[config.mk]
export PLATFORM = sky130hd
export DESIGN_NAME = mrtu_req_framer
export DESIGN_NICKNAME = d
export VERILOG_FILES = /design/src/sv/mrtu_pkg.sv /design/src/sv/mrtu_req_framer.sv
export SDC_FILE = /design/constraint.sdc
export NUM_CORES = 1
export LEC_CHECK = 0
export ABC_CLOCK_PERIOD_IN_PS = 7300
export BUFFER_PORTS_ARGS = -buffer_cell sky130_fd_sc_hd__buf_2
export CAP_MARGIN = 25
export CORE_UTILIZATION = 59
export DETAILED_ROUTE_END_ITERATION = 6
export GPL_TIMING_DRIVEN = 0
export PLACE_DENSITY = 0.81
export SLEW_MARGIN = 5
export SYNTH_ARGS = -nofsm -noshare
export SYNTH_HDL_FRONTEND = slang
export SYNTH_SLANG_ARGS = --single-unit
[constraint.sdc]
create_clock -name clk -period 7.3 [get_ports clk]
set_input_delay 1.46 -clock clk [delete_from_list [all_inputs] [get_ports clk]]
set_output_delay 1.46 -clock clk [all_outputs]
set_load 0.02 [all_outputs]
[src/sv/mrtu_pkg.sv]
// shared constants, types and crc helper for the modbus rtu link block
package mrtu_pkg;

  localparam logic [15:0] CRC_POLY   = 16'hA001;
  localparam logic [15:0] CRC_PRESET = 16'hFFFF;
  localparam logic [15:0] CRC_LSB    = 16'h0001;

  localparam int IN_DATA_W  = 56;
  localparam int OUT_DATA_W = 16;

  localparam logic MODE_REQUEST  = 1'b0;
  localparam logic MODE_RX_BYTE  = 1'b1;
  localparam logic KIND_TX_BYTE  = 1'b0;
  localparam logic KIND_VERDICT  = 1'b1;

  // status of the request serializer toward the output stage
  typedef struct packed {
    logic       busy;
    logic [7:0] tx_byte;
    logic       frame_end;
  } tx_status_t;

  // fold one byte into a reflected crc-16 (poly 0xa001)
  function automatic logic [15:0] crc_fold(input logic [15:0] crc, input logic [7:0] b);
    logic [15:0] c;
    c = crc ^ {8'h00, b};
    for (int k = 0; k < 8; k++) begin
      if ((c & CRC_LSB) != 16'h0000) begin
        c = (c >> 1) ^ CRC_POLY;
      end else begin
        c = c >> 1;
      end
    end
    return c;
  endfunction

endpackage

[src/sv/mrtu_req_framer.sv]
// request frame serializer: one byte per advance, crc folded on the way out
module mrtu_req_framer (
  input  logic                  clk,
  input  logic                  rst,
  input  logic                  load,
  input  logic                  advance,
  input  logic [7:0]            slave_address,
  input  logic [7:0]            function_code,
  input  logic [15:0]           start_register,
  input  logic [15:0]           quantity,
  output mrtu_pkg::tx_status_t  status
);
  import mrtu_pkg::*;

  logic        busy;
  logic [2:0]  idx;
  logic [7:0]  addr_q;
  logic [7:0]  func_q;
  logic [15:0] start_q;
  logic [15:0] qty_q;
  logic [15:0] crc;
  logic [7:0]  cur_byte;

  // byte at the current position
  always_comb begin
    unique case (idx)
      3'd0:    cur_byte = addr_q;
      3'd1:    cur_byte = func_q;
      3'd2:    cur_byte = start_q[15:8];
      3'd3:    cur_byte = start_q[7:0];
      3'd4:    cur_byte = qty_q[15:8];
      3'd5:    cur_byte = qty_q[7:0];
      3'd6:    cur_byte = crc[7:0];
      default: cur_byte = crc[15:8];
    endcase
  end

  assign status.busy      = busy;
  assign status.tx_byte   = cur_byte;
  assign status.frame_end = (idx == 3'd7);

  // control: busy flag and byte position
  always_ff @(posedge clk) begin
    if (rst) begin
      busy <= 1'b0;
      idx  <= 3'd0;
    end else if (load) begin
      busy <= 1'b1;
      idx  <= 3'd0;
    end else if (advance && busy) begin
      idx <= idx + 3'd1;
      if (idx == 3'd7) begin
        busy <= 1'b0;
      end
    end
  end

  // frame fields and running crc
  always_ff @(posedge clk) begin
    if (load) begin
      addr_q  <= slave_address;
      func_q  <= function_code;
      start_q <= start_register;
      qty_q   <= quantity;
      crc     <= CRC_PRESET;
    end else if (advance && busy && (idx < 3'd6)) begin
      crc <= crc_fold(crc, cur_byte);
    end
  end

endmodule

**After elaboration in Yosys (flattened, before gate mapping)**

Index checks and enable logic that the tools add are counted.

- Input bits: 52
- Register bits: 68
- Logic and storage cells: 58

- Eq/ne operators: 7
- Add/sub/neg operators: 1
- Bitwise logic cells: 9
- Multiplexer cells: 26
- $lt $le $gt $ge: 1
- Reductions and logical operators: 7

Operator list:

| operator | number |
|---|---|
| 16-bit 2-to-1 mux | 22 |
| 8-bit case mux with 7 select lines | 1 |
| 2-bit NOT with 3-bit output | 8 |
| 16-bit by 8-bit XOR with 16-bit output | 1 |
| 3-bit equality test, second input constant | 4 |
| 3-bit by 2-bit equality test with 1-bit output, second input constant | 2 |
| 2-bit nonzero test | 2 |
| 3-bit by 1-bit adder with 3-bit output, second input constant | 1 |
| 3-bit by 1-bit equality test with 1-bit output, second input constant | 1 |
| 3-bit logical NOT | 1 |
| 3-bit < comparator, second input constant | 1 |
| 1-bit 2-to-1 mux | 3 |
| 1-bit logical AND | 2 |
| 2-bit AND reduction | 1 |
| 2-bit OR reduction | 1 |

**Logic depth before layout (Yosys ltp)**

Gate-level depths: netlist (run 1).

- Word-level depth: 33
- Gate-level depth with buffers: 14
- Mapped depth without buffers: 10

**Worst setup path before layout (run 1)**

No wires, ideal clock.

- Kind: register to output
- Start point: register idx[2]
- End point: output port status[4] (netlist name)
- Data arrival time: 2.099 ns
- Cell stages (with the launch flop): 10
- Path slack: 3.741 ns
- Buffers on the path: 4
- Required time: 5.840 ns
- Path through: dfxtp_1 -> buf_2 -> buf_2 -> inv_1 -> ha_1 -> buf_6 -> or4_4 -> buf_6 -> nand3_1 -> o32a_2

RTL lines:

| what | RTL line | text |
|---|---|---|
| start: declaration | mrtu_req_framer.sv:16 | `logic [2:0] idx;` |
| start signal: assignment | mrtu_req_framer.sv:51 | `idx <= idx + 3'd1;` |
| end: declaration | mrtu_req_framer.sv:11 | `output mrtu_pkg::tx_status_t status` |

==> results of run 1 <==
metrics by stage:
stage,worst slack (ns),cell area [sq um],std cells
6_report,2.89,3790,373
5_1_grt,2.78,3790,373
4_1_cts,2.91,3770,372
3_5_place_dp,3.28,3570,356
3_3_place_gp,3.29,3570,356
2_1_floorplan,3.74,3170,225
routing by layer:
metal | routed length, um | up-vias | share of wire | global-route usage
li1 | - | 1005 | - | -
met1 | 2680 | 1022 | 0.42 | 0.310
met2 | 3150 | 86 | 0.50 | 0.395
met3 | 390 | 12 | 0.062 | 0.0503
met4 | 116 | 0 | 0.018 | 0.128
met5 | 0 | - | 0 | 0
registers in the layout, summed over array words and instances (netlist names):
name	flops
func_q	8
idx	3
busy	1
start_q	16
crc	16
addr_q	8
qty_q	16
cell families (layout without fill, tap and decap cells):
family | Yosys count | in the layout | synth area share
mux | 10 | 10 | 0.0347
flops | 68 | 68 | 0.580
xor+xnor | 24 | 24 | 0.108
compound gates | 53 | 53 | 0.142
fa+ha+maj | 6 | 6 | 0.0236
simple gates | 47 | 47 | 0.0836
buf+inv | 17 | 95 | 0.0276
report_power, final:
| part | leakage, nW | internal [mW] | switching (mW) | total, mW |
|---|---|---|---|---|
| clock | 0.107 | 0.189 | 0.135 | 0.324 |
| sequential | 0.634 | 0.444 | 0.0162 | 0.461 |
| combinational | 0.775 | 0.0911 | 0.0867 | 0.178 |
| total | 1.52 | 0.725 | 0.238 | 0.963 |
layout make-up:
class	count	area share
clock buffer	10	0.0336
clock inverter	6	0.0208
buffer	14	0.0201
timing repair buffer	62	0.0858
tap	70	0.0231
inverter	3	0.00297
multi-input combinational	140	0.328
sequential	68	0.485
worst max-delay path: stages, from the launching register on:
cell,delay (ns)
sky130_fd_sc_hd__dfxtp_1,0.33
sky130_fd_sc_hd__buf_2,0.26
sky130_fd_sc_hd__buf_2,0.27
sky130_fd_sc_hd__inv_1,0.18
sky130_fd_sc_hd__ha_1,0.26
sky130_fd_sc_hd__buf_6,0.15
sky130_fd_sc_hd__or4_4,0.53
sky130_fd_sc_hd__buf_6,0.18
sky130_fd_sc_hd__nand3_1,0.08
sky130_fd_sc_hd__o32a_2,0.19
sky130_fd_sc_hd__buf_2,0.17
final timing paths:
check / cells after the start / end
worst max register to register: 14 / crc[14]$_SDFFE_PP1P_
worst max-delay path: 10 / status[4]
worst min-delay path: 2 / crc[2]$_SDFFE_PP1P_
worst min register to register: 2 / crc[2]$_SDFFE_PP1P_
cells in the final DEF (no fill, tap or decap), drive strengths merged:
cell type | synthesis | routed
buf | 7 | 69
edfxtp | 48 | 48
dfxtp | 20 | 20
xnor2 | 17 | 17
clkbuf | 7 | 17
nor2 | 16 | 16
nand2 | 12 | 12
a21oi | 9 | 9
a211o | 8 | 8
mux2 | 8 | 8
a221oi | 7 | 7
a22oi | 6 | 6
nand3b | 6 | 6
ha | 6 | 6
xor2 | 5 | 5
nor3 | 5 | 5
a31oi | 5 | 5
o21ai | 4 | 4
clkinv | 0 | 4
inv | 3 | 3
a221o | 3 | 3
a32oi | 3 | 3
nand3 | 3 | 3
and3 | 2 | 2
a22o | 2 | 2
mux2i | 2 | 2
bufinv | 0 | 2
o22a | 2 | 2
xnor3 | 2 | 2
or4 | 1 | 1
nor4 | 1 | 1
nor2b | 1 | 1
a222oi | 1 | 1
o32a | 1 | 1
a21o | 1 | 1
o2111ai | 1 | 1
==> report_table.html, run 1 <==
<table>
<tr><th>Metric</th><th>Value</th></tr>
<tr><th colspan="2">Outcome</th></tr>
<tr><td>Outcome</td><td>finished clean</td></tr>
<tr><th colspan="2">Place</th></tr>
<tr><td>Hpwl dp</td><td>4400 um</td></tr>
<tr><td>Final Wtd Congestion</td><td>0.820</td></tr>
<tr><td>Number of buffers added on ports</td><td>61</td></tr>
<tr><th colspan="2">Route</th></tr>
<tr><td>Aggregate routed wire length</td><td>6330 um</td></tr>
<tr><td>Number of iterations in the first detailed-routing pass</td><td>5</td></tr>
<tr><td>DRT antenna net count</td><td>0</td></tr>
<tr><td>Vias post-DR</td><td>2125</td></tr>
<tr><td>Number of remaining DRC errors</td><td>0</td></tr>
<tr><td>Detail-routed via count per cell</td><td>5.70</td></tr>
<tr><td>Average routed wire per standard cell</td><td>17.0 um</td></tr>
<tr><td>DRC marker count from the first detailed-route iteration</td><td>187</td></tr>
<tr><th colspan="2">STA</th></tr>
<tr><td>Measured slew at the worst slew-check pin</td><td>0.579 ns</td></tr>
<tr><td>Max transition margin</td><td>0.614</td></tr>
<tr><td>Final-report setup violation count</td><td>0</td></tr>
<tr><td>Final Hold Violating Endpoints</td><td>0</td></tr>
<tr><td>Aggregate negative setup slack</td><td>0 ns</td></tr>
<tr><td>Post-route clock period utilization</td><td>0.604</td></tr>
<tr><td>Final critical delay including setup and external delays</td><td>4.41 ns</td></tr>
<tr><td>Final clock skew</td><td>0.00589 ns</td></tr>
<tr><td>Highest attainable clock frequency</td><td>0.227 GHz</td></tr>
<tr><td>Unrepaired setup endpoints after global routing</td><td>false</td></tr>
<tr><td>Post-Route Hold Slack</td><td>0.516 ns</td></tr>
<tr><td>Number of pins with negative max-slew slack in the final report</td><td>0</td></tr>
<tr><th colspan="2">Logic synthesis</th></tr>
<tr><td>Cell type with the highest aggregate area in the netlist</td><td>sky130_fd_sc_hd__edfxtp_1</td></tr>
<tr><td>Top area cells in the synthesized netlist</td><td>sky130_fd_sc_hd__edfxtp_1 (45%), sky130_fd_sc_hd__dfxtp_1 (13%), sky130_fd_sc_hd__xnor2_4 (3.5%), sky130_fd_sc_hd__mux2_2 (2.5%), sky130_fd_sc_hd__xnor2_1 (2.5%)</td></tr>
<tr><td>Count of state elements after synthesis</td><td>68</td></tr>
<tr><td>Top-count cell post-synth</td><td>sky130_fd_sc_hd__edfxtp_1</td></tr>
<tr><td>Proportion of netlist area held by the largest area contributor</td><td>0.454</td></tr>
<tr><td>Share of flip-flops with an asynchronous set or reset</td><td>0</td></tr>
<tr><td>Commonest cells in the netlist</td><td>sky130_fd_sc_hd__edfxtp_1 (48), sky130_fd_sc_hd__dfxtp_1 (20), sky130_fd_sc_hd__nand2_1 (12), sky130_fd_sc_hd__nor2_1 (12), sky130_fd_sc_hd__xnor2_1 (9)</td></tr>
<tr><td>Number of flops mapped to enable cells by yosys</td><td>48</td></tr>
<tr><td>Sequential share of the synthesized area</td><td>0.580</td></tr>
<tr><td>Cell area after technology mapping</td><td>3170 sq um</td></tr>
<tr><td>Count of yosys warnings during synthesis</td><td>0</td></tr>
<tr><td>Nets in the synthesized netlist</td><td>283</td></tr>
<tr><td>Primary flip-flop cell chosen by synthesis mapping</td><td>sky130_fd_sc_hd__edfxtp_1</td></tr>
<tr><td>Mean cell area of the mapped netlist</td><td>14.1 sq um</td></tr>
<tr><td>Number of distinct standard cells referenced by the synthesized netlist</td><td>47</td></tr>
<tr><td>Count of mapped cells out of synthesis</td><td>225</td></tr>
<tr><th colspan="2">Cells and area</th></tr>
<tr><td>Share of the core filled with cells in the final layout</td><td>0.738</td></tr>
<tr><td>Final antenna diode count</td><td>0</td></tr>
<tr><td>Area delta synth-&gt;final</td><td>19.5%</td></tr>
<tr><td>Net total in the final layout</td><td>356</td></tr>
<tr><td>Area occupied by multi-input gates</td><td>1240 sq um</td></tr>
<tr><td>Proportion of layout cells with a drive suffix above 1</td><td>0.366</td></tr>
<tr><td>Filler Cell Count</td><td>356</td></tr>
<tr><td>Register area</td><td>1840 sq um</td></tr>
<tr><th colspan="2">Critical path</th></tr>
<tr><td>Crit path kind</td><td>flop to output port</td></tr>
<tr><td>Worst R2R Start</td><td>idx[2]$_SDFFE_PP0P_</td></tr>
<tr><td>Data arrival time of the critical path</td><td>2.95 ns</td></tr>
<tr><td>Largest fanout on the critical path</td><td>10</td></tr>
<tr><td>Start point of the critical path</td><td>idx[2]$_SDFFE_PP0P_</td></tr>
<tr><td>Critical path data required time</td><td>5.84 ns</td></tr>
<tr><td>Worst setup EP type</td><td>output port</td></tr>
<tr><td>Setup crit start kind</td><td>flop</td></tr>
<tr><td>Internal reg-to-reg setup slack</td><td>3.69 ns</td></tr>
<tr><th colspan="2">GRT</th></tr>
<tr><td>Via count of the first global-routing pass</td><td>2086</td></tr>
<tr><td>Number of antenna violations at the first check in global routing</td><td>0</td></tr>
<tr><td>Global-route wire length before repair</td><td>9720 um</td></tr>
<tr><td>Largest net degree at the start of global routing</td><td>51</td></tr>
<tr><td>Overflow left after global routing</td><td>0</td></tr>
<tr><td>Total global-route track usage</td><td>0.243</td></tr>
<tr><th colspan="2">CTS</th></tr>
<tr><td>Clock slew at reported path FFs</td><td>0.07 ns</td></tr>
<tr><td>Clk sink count</td><td>68</td></tr>
<tr><td>Post-CTS Hold Buffers</td><td>0</td></tr>
<tr><td>Deepest level of the CTS H-tree</td><td>3</td></tr>
<tr><td>Cell at the root of the clock tree</td><td>sky130_fd_sc_hd__clkbuf_8</td></tr>
<tr><td>CTS resizes</td><td>0</td></tr>
<tr><td>Clk buf depth</td><td>2</td></tr>
<tr><td>Clk Latency, worst-skew pair</td><td>0.34 ns</td></tr>
<tr><td>Number of buffers created by CTS</td><td>9</td></tr>
<tr><td>Setup repair bufs after CTS</td><td>0</td></tr>
<tr><td>TritonCTS clock tree</td><td>done</td></tr>
<tr><th colspan="2">Floorplan</th></tr>
<tr><td>Overall die height</td><td>75.4 um</td></tr>
<tr><td>Die outline width</td><td>75.4 um</td></tr>
<tr><td>Starting Density</td><td>0.618</td></tr>
<tr><td>Core region area</td><td>5140 sq um</td></tr>
<tr><td>Die area</td><td>5680 sq um</td></tr>
<tr><td>IO Pins</td><td>62</td></tr>
<tr><td># rows</td><td>26</td></tr>
<tr><th colspan="2">Run</th></tr>
<tr><td>MaxCap Viol Count</td><td>0</td></tr>
<tr><th colspan="2">Hold path</th></tr>
<tr><td>Class of the most critical hold timing path</td><td>flop to flop</td></tr>
<tr><td>Hold Startpoint</td><td>crc[2]$_SDFFE_PP1P_</td></tr>
<tr><th colspan="2">Power and ir drop</th></tr>
<tr><td>Power density of the placed cells</td><td>254 nW/um^2</td></tr>
<tr><td>Power, Total</td><td>963 uW</td></tr>
<tr><td>Max VDD drop</td><td>0.000167 V</td></tr>
<tr><td>Static leakage</td><td>1.52 nW</td></tr>
</table>
(Power assumes the default switching activity.)
==> inputs of run 2 (changes only) <==
ABC_CLOCK_PERIOD_IN_PS = 3850   (was 7300)
CORE_UTILIZATION = 49   (was 59)
PLACE_DENSITY = 0.72   (was 0.81)
clock period = 3.85 ns   (was 7.3 ns; I/O delays follow)
==> run 2 against run 1 <==
Against the previous run:
- worst hold slack worse by 0.016 ns
- sequential cell count unchanged
- die area up 20%
- via count down 2.1%
- cell count up 1.3%
- power up 91%
- clock-buffer cell count down 1
- first-iteration DRC count down 32%
- clock power up 92%
- setup slack worse by 2.7 ns
- register-to-register slack worse by 3.5 ns
- largest power group unchanged
- sequential share of layout area down 0.19 points
==> report_table.html, run 2 (synthesis results as in run 1) <==
<table>
<tr><th>Metric</th><th>Value</th></tr>
<tr><th colspan="2">Critical path</th></tr>
<tr><td>Data arrival time of the critical path</td><td>2.93 ns</td></tr>
<tr><td>Worst stage delay on the critical path</td><td>0.47 ns</td></tr>
<tr><td>Worst setup EP type</td><td>output port</td></tr>
<tr><td>Cell with the largest stage delay on the worst path</td><td>sky130_fd_sc_hd__nor4_4</td></tr>
<tr><td>Critical path data required time</td><td>3.08 ns</td></tr>
<tr><td>Crit path kind</td><td>flop to output port</td></tr>
<tr><td>Setup crit start kind</td><td>flop</td></tr>
<tr><td>Family with the most delay on the worst path</td><td>buffers and inverters</td></tr>
<tr><td>Largest fanout on the critical path</td><td>10</td></tr>
<tr><td>Worst path most repeated cell</td><td>sky130_fd_sc_hd__buf_2</td></tr>
<tr><td>Crit-path cells</td><td>buf_2, buf_2, inv_1, ha_1, buf_6, nor4_4, a31oi_1, a31oi_4, buf_2</td></tr>
<tr><td>WP buf/inv</td><td>5</td></tr>
<tr><th colspan="2">Floorplan</th></tr>
<tr><td>Die outline width</td><td>82.5 um</td></tr>
<tr><td>Overall die height</td><td>82.5 um</td></tr>
<tr><td>Die area</td><td>6800 sq um</td></tr>
<tr><td>Core region area</td><td>6100 sq um</td></tr>
<tr><td>IO Pins</td><td>62</td></tr>
<tr><td># rows</td><td>28</td></tr>
<tr><td>Starting Density</td><td>0.521</td></tr>
<tr><th colspan="2">GRT</th></tr>
<tr><td>Via count of the first global-routing pass</td><td>1984</td></tr>
<tr><td>Total global-route track usage</td><td>0.204</td></tr>
<tr><td>Largest net degree at the start of global routing</td><td>51</td></tr>
<tr><td>Global-route wire length before repair</td><td>9710 um</td></tr>
<tr><td>Overflow left after global routing</td><td>0</td></tr>
<tr><td>Number of antenna violations at the first check in global routing</td><td>0</td></tr>
<tr><th colspan="2">Power and ir drop</th></tr>
<tr><td>Static leakage</td><td>1.52 nW</td></tr>
<tr><td>Power, Total</td><td>1.83 mW</td></tr>
<tr><td>Power density of the placed cells</td><td>482 nW/um^2</td></tr>
<tr><td>Max VDD drop</td><td>0.000294 V</td></tr>
<tr><th colspan="2">CTS</th></tr>
<tr><td>Clk Latency, worst-skew pair</td><td>0.34 ns</td></tr>
<tr><td>Number of buffers created by CTS</td><td>9</td></tr>
<tr><td>Post-CTS Hold Buffers</td><td>0</td></tr>
<tr><td>Setup repair bufs after CTS</td><td>0</td></tr>
<tr><td>Clk sink count</td><td>68</td></tr>
<tr><td>Deepest level of the CTS H-tree</td><td>3</td></tr>
<tr><td>Cell at the root of the clock tree</td><td>sky130_fd_sc_hd__clkbuf_8</td></tr>
<tr><td>CTS resizes</td><td>0</td></tr>
<tr><td>Clk buf depth</td><td>2</td></tr>
<tr><td>Clock slew at reported path FFs</td><td>0.07 ns</td></tr>
<tr><td>TritonCTS clock tree</td><td>done</td></tr>
<tr><th colspan="2">Route</th></tr>
<tr><td>Number of iterations in the first detailed-routing pass</td><td>4</td></tr>
<tr><td>Detail-routed via count per cell</td><td>5.51</td></tr>
<tr><td>DRT antenna net count</td><td>0</td></tr>
<tr><td>Number of remaining DRC errors</td><td>0</td></tr>
<tr><td>Aggregate routed wire length</td><td>6220 um</td></tr>
<tr><td>Vias post-DR</td><td>2081</td></tr>
<tr><td>Average routed wire per standard cell</td><td>16.5 um</td></tr>
<tr><td>DRC marker count from the first detailed-route iteration</td><td>127</td></tr>
<tr><th colspan="2">Cells and area</th></tr>
<tr><td>Proportion of layout cells with a drive suffix above 1</td><td>0.370</td></tr>
<tr><td>Area delta synth-&gt;final</td><td>20.0%</td></tr>
<tr><td>Share of the core filled with cells in the final layout</td><td>0.625</td></tr>
<tr><td>Most common cell after layout, fill and taps aside</td><td>sky130_fd_sc_hd__buf_2</td></tr>
<tr><td>Non-filler instance count after layout</td><td>378</td></tr>
<tr><td>Commonest cells after routing, fill and taps aside</td><td>sky130_fd_sc_hd__buf_2 (65), sky130_fd_sc_hd__edfxtp_1 (48), sky130_fd_sc_hd__dfxtp_1 (20), sky130_fd_sc_hd__nor2_1 (12), sky130_fd_sc_hd__nand2_1 (12)</td></tr>
<tr><td>Final antenna diode count</td><td>0</td></tr>
<tr><td>Net total in the final layout</td><td>356</td></tr>
<tr><td>Filler Cell Count</td><td>497</td></tr>
<tr><td>Largest registers</td><td>crc (16), qty_q (16), start_q (16)</td></tr>
<tr><th colspan="2">STA</th></tr>
<tr><td>Aggregate negative setup slack</td><td>0 ns</td></tr>
<tr><td>Measured slew at the worst slew-check pin</td><td>0.581 ns</td></tr>
<tr><td>Unrepaired setup endpoints after global routing</td><td>false</td></tr>
<tr><td>Post-route clock period utilization</td><td>0.961</td></tr>
<tr><td>Number of pins with negative max-slew slack in the final report</td><td>0</td></tr>
<tr><td>Final clock skew</td><td>0.00598 ns</td></tr>
<tr><td>Final Hold Violating Endpoints</td><td>0</td></tr>
<tr><td>Final-report setup violation count</td><td>0</td></tr>
<tr><td>Post-Route Hold Slack</td><td>0.500 ns</td></tr>
<tr><td>Highest attainable clock frequency</td><td>0.270 GHz</td></tr>
<tr><td>Max transition margin</td><td>0.613</td></tr>
<tr><td>Final critical delay including setup and external delays</td><td>3.70 ns</td></tr>
<tr><th colspan="2">Place</th></tr>
<tr><td>Number of buffers added on ports</td><td>61</td></tr>
<tr><td>Hpwl dp</td><td>4490 um</td></tr>
<tr><td>Cell Count Post-Placement</td><td>361</td></tr>
<tr><td>Final Wtd Congestion</td><td>0.817</td></tr>
<tr><th colspan="2">Hold path</th></tr>
<tr><td>Class of the most critical hold timing path</td><td>flop to flop</td></tr>
<tr><th colspan="2">Run</th></tr>
<tr><td>MaxCap Viol Count</td><td>0</td></tr>
<tr><th colspan="2">Outcome</th></tr>
<tr><td>Outcome</td><td>finished clean</td></tr>
</table>
## run 2: where the power goes
part | internal [mW] | switching [mW]
combinational | 0.173 | 0.167
clock | 0.362 | 0.261
sequential | 0.842 | 0.0297
## run 2: worst register-to-register path, stage by stage, from the launching register on
cell                      delay [ns]
sky130_fd_sc_hd__dfxtp_1        0.33
sky130_fd_sc_hd__buf_2          0.26
sky130_fd_sc_hd__buf_2          0.27
sky130_fd_sc_hd__inv_1          0.18
sky130_fd_sc_hd__ha_1           0.25
sky130_fd_sc_hd__buf_6          0.15
sky130_fd_sc_hd__or4_4          0.53
sky130_fd_sc_hd__buf_6          0.17
sky130_fd_sc_hd__nor2_8         0.11
sky130_fd_sc_hd__a31oi_4        0.07
sky130_fd_sc_hd__xnor2_4        0.18
sky130_fd_sc_hd__xnor2_2        0.25
sky130_fd_sc_hd__xnor3_2        0.50
sky130_fd_sc_hd__xnor2_1        0.19
sky130_fd_sc_hd__o21ai_1        0.07
## run 2: cell type report
type                            count  area, sq um  share of cell area
Buffer                             14         76.3              0.0200
Clock inverter                      7         91.3              0.0240
Inverter                            3         11.3             0.00296
Timing Repair Buffer               62          325              0.0854
Multi-Input combinational cell    140         1240               0.327
Tap cell                           75         93.8              0.0246
Clock buffer                        9          124              0.0325
Sequential cell                    68         1840               0.484
## run 2: per-layer routing
metal / vias to the layer above / global-route usage / wire, um
li1: 1010 / - / -
met1: 996 / 0.254 / 2800
met2: 63 / 0.323 / 3030
met3: 12 / 0.0648 / 293
met4: 0 / 0.0912 / 93
met5: - / 0 / 0
## run 2: through the flow
step | cell area (sq um) | worst slack [ns]
3_3_place_gp | 3570 | 0.270
5_1_grt | 3810 | 0.00645
3_5_place_dp | 3570 | 0.252
2_1_floorplan | 3170 | 0.669
4_1_cts | 3790 | 0.131
6_report | 3810 | 0.150
## run 2: final timing paths
check | startpoint | depth (start not counted) | slack [ns] | to
worst max-delay path | idx[2]$_SDFFE_PP0P_ | 9 | 0.15 | status[2]
worst min register to register | crc[11]$_SDFFE_PP1P_ | 2 | 0.50 | crc[3]$_SDFFE_PP1P_
worst max register to register | idx[2]$_SDFFE_PP0P_ | 14 | 0.21 | crc[14]$_SDFFE_PP1P_
worst min-delay path | crc[11]$_SDFFE_PP1P_ | 2 | 0.50 | crc[3]$_SDFFE_PP1P_
==> inputs of run 3 (changes only) <==
PLACE_DENSITY = not set   (was 0.72)
PLACE_DENSITY_LB_ADDON = 0.12   (was not set)
==> run 3 against run 2 <==
Against the previous run:
- power shrank 5.6%
- sequential cell count is the same
- clock skew grew 0.0020 ns
- global-route usage shrank 0.17 points
- sequential power is essentially flat
- highest routed layer unchanged
==> report_table.html, run 3 (synthesis results as in run 1) <==
<table>
<tr><th>Metric</th><th>Value</th></tr>
<tr><th colspan="2">CTS</th></tr>
<tr><td>Deepest level of the CTS H-tree</td><td>3</td></tr>
<tr><td>Setup repair bufs after CTS</td><td>0</td></tr>
<tr><td>Post-CTS Hold Buffers</td><td>0</td></tr>
<tr><td>TritonCTS clock tree</td><td>done</td></tr>
<tr><td>Number of buffers created by CTS</td><td>9</td></tr>
<tr><td>Clk buf depth</td><td>2</td></tr>
<tr><td>Clock slew at reported path FFs</td><td>0.07 ns</td></tr>
<tr><td>Clk Latency, worst-skew pair</td><td>0.32 ns</td></tr>
<tr><td>Clk sink count</td><td>68</td></tr>
<tr><td>Cell at the root of the clock tree</td><td>sky130_fd_sc_hd__clkbuf_8</td></tr>
<tr><td>CTS resizes</td><td>0</td></tr>
<tr><th colspan="2">STA</th></tr>
<tr><td>Highest attainable clock frequency</td><td>0.271 GHz</td></tr>
<tr><td>Final-report setup violation count</td><td>0</td></tr>
<tr><td>Max transition margin</td><td>0.595</td></tr>
<tr><td>Unrepaired setup endpoints after global routing</td><td>false</td></tr>
<tr><td>Aggregate negative setup slack</td><td>0 ns</td></tr>
<tr><td>Final critical delay including setup and external delays</td><td>3.69 ns</td></tr>
<tr><td>Measured slew at the worst slew-check pin</td><td>0.607 ns</td></tr>
<tr><td>Post-route clock period utilization</td><td>0.958</td></tr>
<tr><td>Final Hold Violating Endpoints</td><td>0</td></tr>
<tr><td>Post-Route Hold Slack</td><td>0.505 ns</td></tr>
<tr><td>Number of pins with negative max-slew slack in the final report</td><td>0</td></tr>
<tr><td>Final clock skew</td><td>0.00798 ns</td></tr>
<tr><th colspan="2">Cells and area</th></tr>
<tr><td>Final antenna diode count</td><td>0</td></tr>
<tr><td>Register area</td><td>1840 sq um</td></tr>
<tr><td>Non-filler instance count after layout</td><td>377</td></tr>
<tr><td>Area delta synth-&gt;final</td><td>18.6%</td></tr>
<tr><td>Filler Cell Count</td><td>494</td></tr>
<tr><td>Post-route standard cell area excluding fillers</td><td>3770 sq um</td></tr>
<tr><td>Largest registers</td><td>crc (16), qty_q (16), start_q (16)</td></tr>
<tr><td>Share of the core filled with cells in the final layout</td><td>0.618</td></tr>
<tr><td>Commonest cells after routing, fill and taps aside</td><td>sky130_fd_sc_hd__buf_2 (65), sky130_fd_sc_hd__edfxtp_1 (48), sky130_fd_sc_hd__dfxtp_1 (20), sky130_fd_sc_hd__nor2_1 (12), sky130_fd_sc_hd__nand2_1 (12)</td></tr>
<tr><td>Area occupied by multi-input gates</td><td>1240 sq um</td></tr>
<tr><td>Net total in the final layout</td><td>356</td></tr>
<tr><td>Proportion of layout cells with a drive suffix above 1</td><td>0.354</td></tr>
<tr><td>Most common cell after layout, fill and taps aside</td><td>sky130_fd_sc_hd__buf_2</td></tr>
<tr><th colspan="2">Critical path</th></tr>
<tr><td>Critical path data required time</td><td>3.08 ns</td></tr>
<tr><td>Setup crit start kind</td><td>flop</td></tr>
<tr><td>Worst setup EP type</td><td>output port</td></tr>
<tr><td>Worst stage delay on the critical path</td><td>0.49 ns</td></tr>
<tr><td>Crit path kind</td><td>flop to output port</td></tr>
<tr><td>Cell with the largest stage delay on the worst path</td><td>sky130_fd_sc_hd__nor4_4</td></tr>
<tr><td>Internal reg-to-reg setup slack</td><td>0.26 ns</td></tr>
<tr><td>Crit-path cells</td><td>buf_2, buf_2, inv_1, ha_1, buf_6, nor4_4, a31oi_1, a31oi_4, buf_2</td></tr>
<tr><td>Data arrival time of the critical path</td><td>2.92 ns</td></tr>
<tr><td>Largest fanout on the critical path</td><td>10</td></tr>
<tr><td>Family with the most delay on the worst path</td><td>buffers and inverters</td></tr>
<tr><td>Worst path most repeated cell</td><td>sky130_fd_sc_hd__buf_2</td></tr>
<tr><td>WP buf/inv</td><td>5</td></tr>
<tr><th colspan="2">Hold path</th></tr>
<tr><td>Class of the most critical hold timing path</td><td>flop to flop</td></tr>
<tr><th colspan="2">Route</th></tr>
<tr><td>Detail-routed via count per cell</td><td>5.50</td></tr>
<tr><td>Aggregate routed wire length</td><td>6120 um</td></tr>
<tr><td>Vias post-DR</td><td>2074</td></tr>
<tr><td>DRC marker count from the first detailed-route iteration</td><td>156</td></tr>
<tr><td>Average routed wire per standard cell</td><td>16.2 um</td></tr>
<tr><td>Number of remaining DRC errors</td><td>0</td></tr>
<tr><td>DRT antenna net count</td><td>0</td></tr>
<tr><td>Number of iterations in the first detailed-routing pass</td><td>4</td></tr>
<tr><th colspan="2">GRT</th></tr>
<tr><td>Total global-route track usage</td><td>0.202</td></tr>
<tr><td>Number of antenna violations at the first check in global routing</td><td>0</td></tr>
<tr><td>Largest net degree at the start of global routing</td><td>51</td></tr>
<tr><td>Overflow left after global routing</td><td>0</td></tr>
<tr><td>Via count of the first global-routing pass</td><td>1994</td></tr>
<tr><td>Global-route wire length before repair</td><td>9640 um</td></tr>
<tr><th colspan="2">Floorplan</th></tr>
<tr><td>Overall die height</td><td>82.5 um</td></tr>
<tr><td>IO Pins</td><td>62</td></tr>
<tr><td>Starting Density</td><td>0.521</td></tr>
<tr><td>Die area</td><td>6800 sq um</td></tr>
<tr><td>Die outline width</td><td>82.5 um</td></tr>
<tr><td>Core region area</td><td>6100 sq um</td></tr>
<tr><td># rows</td><td>28</td></tr>
<tr><th colspan="2">Place</th></tr>
<tr><td>Final Wtd Congestion</td><td>0.776</td></tr>
<tr><td>Cell Count Post-Placement</td><td>361</td></tr>
<tr><td>Hpwl dp</td><td>4310 um</td></tr>
<tr><td>Number of buffers added on ports</td><td>61</td></tr>
<tr><td>Cell area reported after detailed placement</td><td>3570 sq um</td></tr>
<tr><th colspan="2">Run</th></tr>
<tr><td>MaxCap Viol Count</td><td>0</td></tr>
<tr><th colspan="2">Power and ir drop</th></tr>
<tr><td>Max VDD drop</td><td>0.000257 V</td></tr>
<tr><td>Static leakage</td><td>1.49 nW</td></tr>
<tr><td>Power density of the placed cells</td><td>460 nW/um^2</td></tr>
<tr><th colspan="2">Outcome</th></tr>
<tr><td>Outcome</td><td>finished clean</td></tr>
</table>
-- run 3: cell types whose count changed in the layout (fill, tap and decap cells not counted), sizes merged --
cell	change
clkbuf	+2
clkinv	-2
bufinv	-1
-- run 3: layer usage --
layer,wire (um),vias up,GRT usage
met1,2960,1009,0.283
li1,-,1004,-
met4,62,0,0.107
met3,228,6,0.0418
met5,0,-,0
met2,2860,55,0.294
-- run 3: area by class of cell --
type / instances / area share
well taps: 75 / 0.0249
inverters: 3 / 0.00299
plain buffers: 14 / 0.0203
flip-flops and latches: 68 / 0.489
multi-input cells: 140 / 0.331
repair buffers: 62 / 0.0864
clock inverters: 4 / 0.0110
clock buffers: 11 / 0.0349
-- run 3: tightest hold or removal path: cells and delay by family, from the launching register on --
family	cells	cell delay (ns)
AND/OR/NAND/NOR	2	0.13
flip-flops	1	0.33
-- run 3: stage by stage --
step / power [mW] / setup slack (ns)
final: 1.73 / 0.160
after detailed placement: 1.22 / 0.240
after global routing: 1.81 / 0.0104
after floorplan: 1.14 / 0.669
after CTS: 1.75 / 0.120
after global placement: 1.22 / 0.250
-- run 3: power breakdown --
part / total (mW) / switching [mW] / internal [mW]
clock: 0.523 / 0.233 / 0.290
combinational: 0.337 / 0.164 / 0.173
sequential: 0.872 / 0.0287 / 0.843
total: 1.73 / 0.426 / 1.31
-- run 3: final timing paths --
| kind | endpoint | startpoint | cells past startpoint |
|---|---|---|---|
| min reg2reg | crc[3]$_SDFFE_PP1P_ | crc[11]$_SDFFE_PP1P_ | 2 |
| min | crc[3]$_SDFFE_PP1P_ | crc[11]$_SDFFE_PP1P_ | 2 |
| max reg2reg | crc[14]$_SDFFE_PP1P_ | idx[2]$_SDFFE_PP0P_ | 13 |
| max | status[2] | idx[2]$_SDFFE_PP0P_ | 9 |
